<file path="config.mk">
export PLATFORM = sky130hd
export DESIGN_NAME = analog_channel_report_scheduler_core
export DESIGN_NICKNAME = d
export VERILOG_FILES = /design/src/sv/acrs_pkg.sv /design/src/sv/acrs_slot_table.sv /design/src/sv/acrs_eval.sv /design/src/sv/analog_channel_report_scheduler_core.sv
export VERILOG_INCLUDE_DIRS = /design/src /design/src/sv
export SDC_FILE = /design/constraint.sdc
export NUM_CORES = 2
export LEC_CHECK = 0
export ABC_CLOCK_PERIOD_IN_PS = 16300
export BUFFER_PORTS_ARGS = -buffer_cell sky130_fd_sc_hd__buf_2
export CORE_MARGIN = 1
export CORE_UTILIZATION = 39
export CTS_CLUSTER_DIAMETER = 80
export CTS_CLUSTER_SIZE = 40
export DETAILED_ROUTE_END_ITERATION = 8
export GPL_ROUTABILITY_DRIVEN = 0
export SLEW_MARGIN = 20
export SYNTH_ARGS = -nofsm -noshare
export SYNTH_HDL_FRONTEND = slang
export SYNTH_HIERARCHICAL = 1
export SYNTH_SLANG_ARGS = --single-unit
</file>
<file path="constraint.sdc">
create_clock -name clock -period 16.3 [get_ports clock]
set_input_delay 1.63 -clock clock [delete_from_list [all_inputs] [get_ports clock]]
set_output_delay 1.63 -clock clock [all_outputs]
set_load 0.01 [all_outputs]
</file>
<file path="src/sv/analog_channel_report_scheduler_core_assert.svh">
// Assertion macros for the analog channel report scheduler.
`ifndef ANALOG_CHANNEL_REPORT_SCHEDULER_CORE_ASSERT_SVH
`define ANALOG_CHANNEL_REPORT_SCHEDULER_CORE_ASSERT_SVH
`ifndef SYNTHESIS
`define ACRS_ASSERT_IMP(lbl, clk, rst, ante, cons) \
   lbl: assert property (@(posedge clk) disable iff (rst) (ante) |-> (cons)) \
      else $error("acrs assertion failed");
`define ACRS_ASSERT_NXT(lbl, clk, rst, ante, cons) \
   lbl: assert property (@(posedge clk) disable iff (rst) (ante) |=> (cons)) \
      else $error("acrs assertion failed");
`else
`define ACRS_ASSERT_IMP(lbl, clk, rst, ante, cons)
`define ACRS_ASSERT_NXT(lbl, clk, rst, ante, cons)
`endif
`endif

</file>
<file path="src/sv/acrs_pkg.sv">
// Types and constants shared by the analog channel report scheduler.
`timescale 1ns / 1ps
package acrs_pkg;

   typedef enum logic [1:0] {
      OP_ALLOC  = 2'd0,
      OP_FREE   = 2'd1,
      OP_SAMPLE = 2'd2,
      OP_NOP    = 2'd3
   } op_type;

   localparam logic CSR_HYST = 1'b0;
   localparam logic CSR_VREF = 1'b1;

   localparam logic [15:0] HYST_RESET  = 16'd1311;
   localparam logic [15:0] VREF_RESET  = 16'd3300;
   localparam logic [31:0] MS_PER_SEC  = 32'd1000;

   typedef struct packed {
      op_type      op;
      logic [7:0]  pin_id;
      logic [15:0] period_sec;
      logic        voltage_mode;
      logic [2:0]  slot_sel;
      logic [31:0] now_ms;
      logic [11:0] adc_sample;
   } req_type;

   typedef struct packed {
      logic        report;
      logic [7:0]  event_pin;
      logic [15:0] event_value;
      logic        value_in_mv;
      logic [2:0]  slot_index;
      logic        op_ok;
   } rsp_type;

   typedef struct packed {
      logic        enabled;
      logic [7:0]  pin;
      logic [31:0] period_ms;
      logic        volt_mode;
      logic [15:0] last_value;
      logic [31:0] last_time;
   } slot_entry_type;

   typedef struct packed {
      logic        alloc;
      logic        free;
      logic        set_time;
      logic        set_value;
      logic [7:0]  pin;
      logic [31:0] period_ms;
      logic        volt_mode;
      logic [31:0] now_ms;
      logic [15:0] raw16;
   } tbl_cmd_type;

   typedef struct packed {
      logic        fire;
      logic        periodic;
      logic [15:0] value;
   } eval_type;

endpackage

</file>
<file path="src/sv/acrs_slot_table.sv">
// Slot table: per-slot registers, free/match search and registered update.
`timescale 1ns / 1ps
module acrs_slot_table #(
   parameter int SLOTS = 8,
   localparam int IdxW = (SLOTS > 1) ? $clog2(SLOTS) : 1
) (
   input  logic                     clock,
   input  logic                     reset,
   input  acrs_pkg::tbl_cmd_type    cmd,
   input  logic [IdxW-1:0]          rd_idx,
   output acrs_pkg::slot_entry_type rd_entry,
   output logic                     free_found,
   output logic [IdxW-1:0]          free_idx,
   output logic                     match_found,
   output logic [IdxW-1:0]          match_idx
);

   acrs_pkg::slot_entry_type slot_ff [SLOTS];
   acrs_pkg::slot_entry_type slot_in [SLOTS];

   assign rd_entry = slot_ff[rd_idx];

   // lowest index wins
   always_comb begin
      free_found  = 1'b0;
      free_idx    = '0;
      match_found = 1'b0;
      match_idx   = '0;
      for (int i = SLOTS - 1; i >= 0; i--) begin
         if (!slot_ff[i].enabled) begin
            free_found = 1'b1;
            free_idx   = IdxW'(i);
         end
         if (slot_ff[i].enabled && (slot_ff[i].pin == cmd.pin)) begin
            match_found = 1'b1;
            match_idx   = IdxW'(i);
         end
      end
   end

   always_comb begin
      slot_in = slot_ff;
      if (cmd.alloc && free_found) begin
         slot_in[free_idx].enabled   = 1'b1;
         slot_in[free_idx].pin       = cmd.pin;
         slot_in[free_idx].period_ms = cmd.period_ms;
         slot_in[free_idx].volt_mode = cmd.volt_mode;
      end
      if (cmd.free && match_found) begin
         slot_in[match_idx].enabled    = 1'b0;
         slot_in[match_idx].last_value = '0;
         slot_in[match_idx].last_time  = '0;
      end
      if (cmd.set_time) begin
         slot_in[rd_idx].last_time = cmd.now_ms;
      end
      if (cmd.set_value) begin
         slot_in[rd_idx].last_value = cmd.raw16;
      end
   end

   always_ff @(posedge clock) begin
      if (reset) begin
         slot_ff <= '{default: '0};
      end else begin
         slot_ff <= slot_in;
      end
   end

endmodule

</file>
<file path="src/sv/acrs_eval.sv">
// Sample evaluation: period and change-band tests, millivolt scaling.
`timescale 1ns / 1ps
module acrs_eval (
   input  acrs_pkg::slot_entry_type entry,
   input  logic [15:0]              raw16,
   input  logic [31:0]              now_ms,
   input  logic [15:0]              hyst,
   input  logic [15:0]              vref,
   output acrs_pkg::eval_type       result
);

   logic [31:0] elapsed;
   logic [15:0] diff;
   logic [31:0] band;
   logic [31:0] mv_prod;
   logic        per_fire;
   logic        chg_fire;

   assign elapsed  = now_ms - entry.last_time;
   assign per_fire = elapsed > entry.period_ms;

   // |raw - prev| * 2^16 > prev * h  is the exact band test
   assign diff     = (raw16 >= entry.last_value) ? (raw16 - entry.last_value)
                                                 : (entry.last_value - raw16);
   assign band     = {16'b0, entry.last_value} * {16'b0, hyst};
   assign chg_fire = {diff, 16'h0000} > band;

   assign mv_prod  = {16'b0, raw16} * {16'b0, vref};

   assign result.periodic = entry.period_ms != 32'd0;
   assign result.fire     = result.periodic ? per_fire : chg_fire;
   assign result.value    = entry.volt_mode ? mv_prod[31:16] : raw16;

endmodule

</file>
<file path="src/sv/analog_channel_report_scheduler_core.sv">
// A taken item is registered in req_ff, then its result in rsp_ff, shown with rsp_valid.
// One item per cycle unless busy; the slot table is read, tested and written at once.
// Results cannot be stalled; rsp_valid is high for exactly one cycle per item.
// Reset: synchronous; frees all slots, clears slot state, restores register defaults.
// busy is high only while reset is held.
`timescale 1ns / 1ps
`include "analog_channel_report_scheduler_core_assert.svh"
module analog_channel_report_scheduler_core #(
   parameter int SLOTS = 8
) (
   input  logic             clock,
   input  logic             reset,
   input  logic             start,
   output logic             busy,
   input  acrs_pkg::req_type req_item,
   output logic             rsp_valid,
   output acrs_pkg::rsp_type rsp_item,
   input  logic             csr_valid,
   output logic             csr_ready,
   input  logic             csr_index,
   input  logic [15:0]      csr_wdata
);

   localparam int IdxW = (SLOTS > 1) ? $clog2(SLOTS) : 1;

   acrs_pkg::req_type        req_ff;
   logic                     req_vld_ff;
   logic                     req_vld_in;
   acrs_pkg::rsp_type        rsp_ff;
   acrs_pkg::rsp_type        rsp_in;
   logic                     rsp_vld_ff;
   logic [15:0]              hyst_ff;
   logic [15:0]              vref_ff;

   acrs_pkg::tbl_cmd_type    cmd;
   acrs_pkg::slot_entry_type entry;
   acrs_pkg::eval_type       ev;
   logic                     free_found;
   logic [IdxW-1:0]          free_idx;
   logic                     match_found;
   logic [IdxW-1:0]          match_idx;
   logic [IdxW-1:0]          sel_idx;
   logic                     sel_ok;
   logic                     sample_live;
   logic [15:0]              raw16;

   assign busy       = reset;
   assign csr_ready  = 1'b1;
   assign req_vld_in = start && !busy;

   always_ff @(posedge clock) begin
      if (reset) begin
         req_vld_ff <= 1'b0;
         rsp_vld_ff <= 1'b0;
         hyst_ff    <= acrs_pkg::HYST_RESET;
         vref_ff    <= acrs_pkg::VREF_RESET;
      end else begin
         req_vld_ff <= req_vld_in;
         rsp_vld_ff <= req_vld_ff;
         if (csr_valid && csr_ready) begin
            unique case (csr_index)
               acrs_pkg::CSR_HYST: hyst_ff <= csr_wdata;
               acrs_pkg::CSR_VREF: vref_ff <= csr_wdata;
               default: ;
            endcase
         end
      end
   end

   always_ff @(posedge clock) begin
      if (req_vld_in) begin
         req_ff <= req_item;
      end
      rsp_ff <= rsp_in;
   end

   assign raw16       = {req_ff.adc_sample, 4'b0000};
   assign sel_idx     = IdxW'(req_ff.slot_sel);
   assign sel_ok      = int'(req_ff.slot_sel) < SLOTS;
   assign sample_live = req_vld_ff && (req_ff.op == acrs_pkg::OP_SAMPLE)
                        && sel_ok && entry.enabled;

   always_comb begin
      cmd           = '0;
      cmd.alloc     = req_vld_ff && (req_ff.op == acrs_pkg::OP_ALLOC);
      cmd.free      = req_vld_ff && (req_ff.op == acrs_pkg::OP_FREE);
      cmd.set_time  = sample_live && ev.fire;
      cmd.set_value = sample_live && ev.fire && !ev.periodic;
      cmd.pin       = req_ff.pin_id;
      cmd.period_ms = {16'b0, req_ff.period_sec} * acrs_pkg::MS_PER_SEC;
      cmd.volt_mode = req_ff.voltage_mode;
      cmd.now_ms    = req_ff.now_ms;
      cmd.raw16     = raw16;
   end

   acrs_slot_table #(
      .SLOTS(SLOTS)
   ) u_table (
      .clock      (clock),
      .reset      (reset),
      .cmd        (cmd),
      .rd_idx     (sel_idx),
      .rd_entry   (entry),
      .free_found (free_found),
      .free_idx   (free_idx),
      .match_found(match_found),
      .match_idx  (match_idx)
   );

   acrs_eval u_eval (
      .entry (entry),
      .raw16 (raw16),
      .now_ms(req_ff.now_ms),
      .hyst  (hyst_ff),
      .vref  (vref_ff),
      .result(ev)
   );

   always_comb begin
      rsp_in = '0;
      unique case (req_ff.op)
         acrs_pkg::OP_ALLOC: begin
            rsp_in.event_pin  = req_ff.pin_id;
            rsp_in.op_ok      = free_found;
            rsp_in.slot_index = free_found ? 3'(free_idx) : 3'd0;
         end
         acrs_pkg::OP_FREE: begin
            rsp_in.event_pin  = req_ff.pin_id;
            rsp_in.op_ok      = match_found;
            rsp_in.slot_index = match_found ? 3'(match_idx) : 3'd0;
         end
         acrs_pkg::OP_SAMPLE: begin
            rsp_in.slot_index = req_ff.slot_sel;
            if (sel_ok && entry.enabled) begin
               rsp_in.op_ok       = 1'b1;
               rsp_in.event_pin   = entry.pin;
               rsp_in.report      = ev.fire;
               rsp_in.event_value = ev.fire ? ev.value : 16'd0;
               rsp_in.value_in_mv = ev.fire && entry.volt_mode;
            end
         end
         acrs_pkg::OP_NOP: begin
            rsp_in = '0;
         end
         default: begin
            rsp_in = '0;
         end
      endcase
   end

   assign rsp_valid = rsp_vld_ff;
   assign rsp_item  = rsp_ff;

   `ACRS_ASSERT_NXT(a_item_gives_rsp, clock, reset, start && !busy, ##1 rsp_valid)
   `ACRS_ASSERT_IMP(a_report_needs_ok, clock, reset, rsp_valid && rsp_item.report, rsp_item.op_ok)
   `ACRS_ASSERT_IMP(a_mv_needs_report, clock, reset, rsp_valid && rsp_item.value_in_mv, rsp_item.report)
   `ACRS_ASSERT_IMP(a_one_table_write, clock, reset, cmd.set_time, !cmd.alloc && !cmd.free)

endmodule

</file>
==> results by stage <==
Synth:
- The synthesized area per cell is 8.348 µm².
- The fraction of registers with async set/reset is 0.
- Counting instances in the post-synthesis netlist gives the leading cell types as nand2_1 (1466), dfxtp_1 (784), inv_1 (666).
- nand2_1 is the most common cell in the netlist.
- The post-synthesis sequential element count is 858.
- The summed instance area of the synthesized netlist is roughly 60000 µm².
- Counting every instance in the synthesized netlist gives 6987.
- The count of synthesis-stage warnings from yosys is 6.
- The number of enable flip-flop cells after synthesis is 74.
- For this run, the register share of the synthesized area comes to 0.3072.
- Of the post-synthesis cell area, the dominant cell type holds 0.2691.
- The cell type with the highest aggregate area in the netlist is dfxtp_1.
- The count of cell types in the netlist is 100.
- The primary flip-flop cell chosen by synthesis mapping is dfxtp_1.
- Sorting the synthesized cells by area gives the leading types as dfxtp_1 (27%), fa_1 (15%), nand2_1 (9.4%).

Clocking:
- Clock tree synthesis found a total of ~860 sinks.
- The clock latency reported for the late side of the worst-skew pair is 720 ps.
- The root buffer selected by CTS is clkbuf_16.
- The clock transition at the registers of the reported paths is around 100 ps.
- The H-tree was split into 2 levels.
- The TritonCTS clock tree is yes.
- The number of clock buffers added by TritonCTS is around 60.
- For this design, the CTS-stage hold fixing added 0 buffers.
- The deepest clock path buffer count is 3.
- The post-CTS setup buffer count is 0.
- Gates resized during post-CTS repair numbered 0.

Power and ir drop:
- Of the total power, combinational logic draws 0.398.
- The peak ir drop on the vdd network is between 150 and 200 µV.
- The internal power of the cells totals slightly below 4 mW.
- The part of the total power dissipated in sequential elements is 0.330.
- Of the total power, the share spent switching nets is 0.4118.
- The net switching power is ~2.8 mW.
- In this run the power density over the cells is roughly 110 nW/µm².
- For this design the static power due to leakage is between 20 and 25 nW.
- The clock share of power is 0.272.

STA:
- The achievable clock frequency is 0.07694 GHz.
- Setup violations remaining at the end of the flow were counted as 0.
- Setup repair after global routing left no endpoint under its margin.
- On the final layout, the worst hold slack is around 460 ps.
- The largest clock skew in the final design is between 60 and 70 ps.
- The number of hold violations in the final report is 0.
- The period utilization is 0.7973.
- For the pin with the worst max-slew slack, the measured transition is around 1100 ps.
- The number of max-slew violations in the final report came to 0.
- The worst relative slew slack is 0.2435.
- The clock period could shrink to between 10000 and 15000 ps.
- For the final routed database, the setup TNS stands at 0 ps.

Finish:
- In the final layout, the share of cells above drive strength 1 is 0.06531.
- The area growth from synthesis to layout is 7.714%.
- The cell area after layout is between 60000 and 70000 µm².
- The number of standard cells in the layout, taps in and fillers out is roughly 9000.
- The layout net count is slightly below 8000.

Floorplanning:
- Measured along the x axis, the die boundary spans roughly 400 µm.
- The die outline area is between 150000 and 200000 µm².
- The initial utilization of the core area, before any placement, comes to 0.3941.
- In this run the count of I/O pins placed on the die edge is between 100 and 150.
- After floorplanning, the core was divided into between 100 and 150 placement rows.
- The region available for standard cell placement spans ~150000 µm².
- The vertical die dimension is between 300 and 400 µm.

Global routing:
- The global routing usage summed across all routing layers is 0.2405.
- The wire length of the first global-routing pass is about 290000 µm.
- For this run the aggregate overflow at the end of global routing stands at 0.
- The initial antenna violation count is 2.
- The via count of the first global-routing pass is a little under 50000.
- Entering global routing, the biggest net connects between 150 and 200 pins.

Route:
- Using the TritonRoute via totals, the vias-per-cell ratio works out to 5.632.
- The detailed router used layers up to and including met4.
- Summed over all nets, wire length on met2 after detailed routing comes to between 80000 and 90000 µm.
- The met3 wire length is approximately 13000 µm.
- The number of design rule violations left after detail routing is 0.
- The count of routing violations after the opening detailed-route iteration is ~4300.
- The first detailed-routing pass ran for 6 iterations.
- The average detailed-routed wire length per instance is 21.08 µm.
- For this block, the via count after detailed routing is between 40000 and 50000.
- The met1 wire length is around 78000 µm.
- The number of antenna-violating nets in the routed design is 0.
- The total detailed-routing wirelength is around 190000 µm.

Min path:
- The min-delay analysis places its worst path in the category flop to flop.

Setup path:
- The most common cell type on the critical path is fa_1.
- The largest individual stage delay along the critical path comes from the cell and3_4.
- The category of the worst setup path launch point is a flop.
- The type of element capturing the critical path is a flop.
- STA puts the critical path data arrival time at 13550 ps.
- The required time of the critical path is between 15000 and 20000 ps.
- The largest single stage delay on the critical path is 960 ps.
- The top fanout value on the critical path is 56.
- The critical path is of the flop to flop type.

Placed design:
- The instance area after placement is 60310 µm².
- The number of placed instances, taps included, is between 8000 and 9000.
- The HPWL reported at the end of detailed placement is roughly 120000 µm.
- In this run the tool buffered the top-level ports with 126 buffer cells.

Outcome:
- The run finished with clean final reports.

Flow run:
- The number of maximum-capacitance constraint violations is 0.
## power groups by stage
| stage | clock, mW | sequential [mW] | combinational [mW] |
|---|---|---|---|
| after floorplan | 0 | 2.23 | 2.14 |
| after global placement | 0 | 2.27 | 2.63 |
| after detailed placement | 0 | 2.27 | 2.66 |
| after CTS | 1.87 | 2.22 | 2.68 |
| after global routing | 1.95 | 2.23 | 3.01 |
| final | 1.83 | 2.22 | 2.68 |
## cells in the final DEF (no fill, tap or decap), types with 20 or more instances in the layout
cell	Yosys	routed
a31o_2	28	28
conb_1	2	66
o21ai_0	100	100
a21o_1	65	65
nand3_1	324	323
xnor2_1	114	114
buf_2	34	125
buf_4	43	97
a22oi_1	364	364
edfxtp_1	74	74
inv_1	666	665
and2_1	236	236
a21oi_1	651	650
ha_1	370	370
dfxtp_1	784	784
xor2_1	47	47
nor3_1	43	42
o22ai_1	104	104
nor2_1	129	122
fa_1	442	442
mux2i_1	24	24
clkbuf_16	0	61
nand2_1	1466	1453
nand3b_1	20	20
nand4_1	130	130
## metrics by stage
| stage | util | setup WS, ps | power, mW |
|---|---|---|---|
| after global routing | 0.4245 | 2656 | 7.182 |
| after CTS | 0.4243 | 3509 | 6.771 |
| after floorplan | - | 6308 | 4.364 |
| after global placement | 0.4074 | 3804 | 4.894 |
| final | 0.4245 | 3303 | 6.724 |
| after detailed placement | 0.4074 | 3531 | 4.927 |
## kinds of logic (layout without fill, tap and decap cells)
group / after synthesis / after routing / synth area share
other: 2 / 67 / 0.0001288
XOR/XNOR: 166 / 166 / 0.02557
adder cells (fa/ha/maj): 812 / 812 / 0.2311
AO/OA/AOI/OAI: 1497 / 1497 / 0.1625
flip-flops: 858 / 858 / 0.3072
AND/OR/NAND/NOR: 2450 / 2450 / 0.1882
multiplexers: 25 / 25 / 0.004312
buffers and inverters: 1177 / 1001 / 0.08104
## final timing paths
check,start,end,slack (ps),cells after the start
worst max-delay path,sel_idx[1]$_DFFE_PP_,u_table/slot_ff[483]$_SDFF_PP0_,3300,40
worst min-delay path,flop,flop,460,2
worst max register to register,sel_idx[1]$_DFFE_PP_,u_table/slot_ff[483]$_SDFF_PP0_,3300,40
worst min register to register,flop,flop,460,2
## critical path, delay by kind of cell (launching register included)
family / cells / cell delay (ps)
compound gates: 12 / 2060
xor+xnor: 1 / 160
fa+ha+maj: 8 / 3770
buf+inv: 6 / 1290
flops: 1 / 690
simple gates: 13 / 4810
## layer usage
metal  global-route usage  vias up
li1                     -    22929
met1               0.3176    24378
met4              0.07862        0
met2               0.4082     1974
met3              0.02703      310
met5                    0        -
## layout make-up
type,instances,area (µm²)
fillers,14586,85190
multi-input cells,5016,36100
flip-flops and latches,858,17920
inverters,667,2506
well taps,1930,2415
clock buffers,62,1540
repair buffers,224,1389
clock inverters,48,960.9
diodes,1,2.502
(Power assumes the default switching activity.)
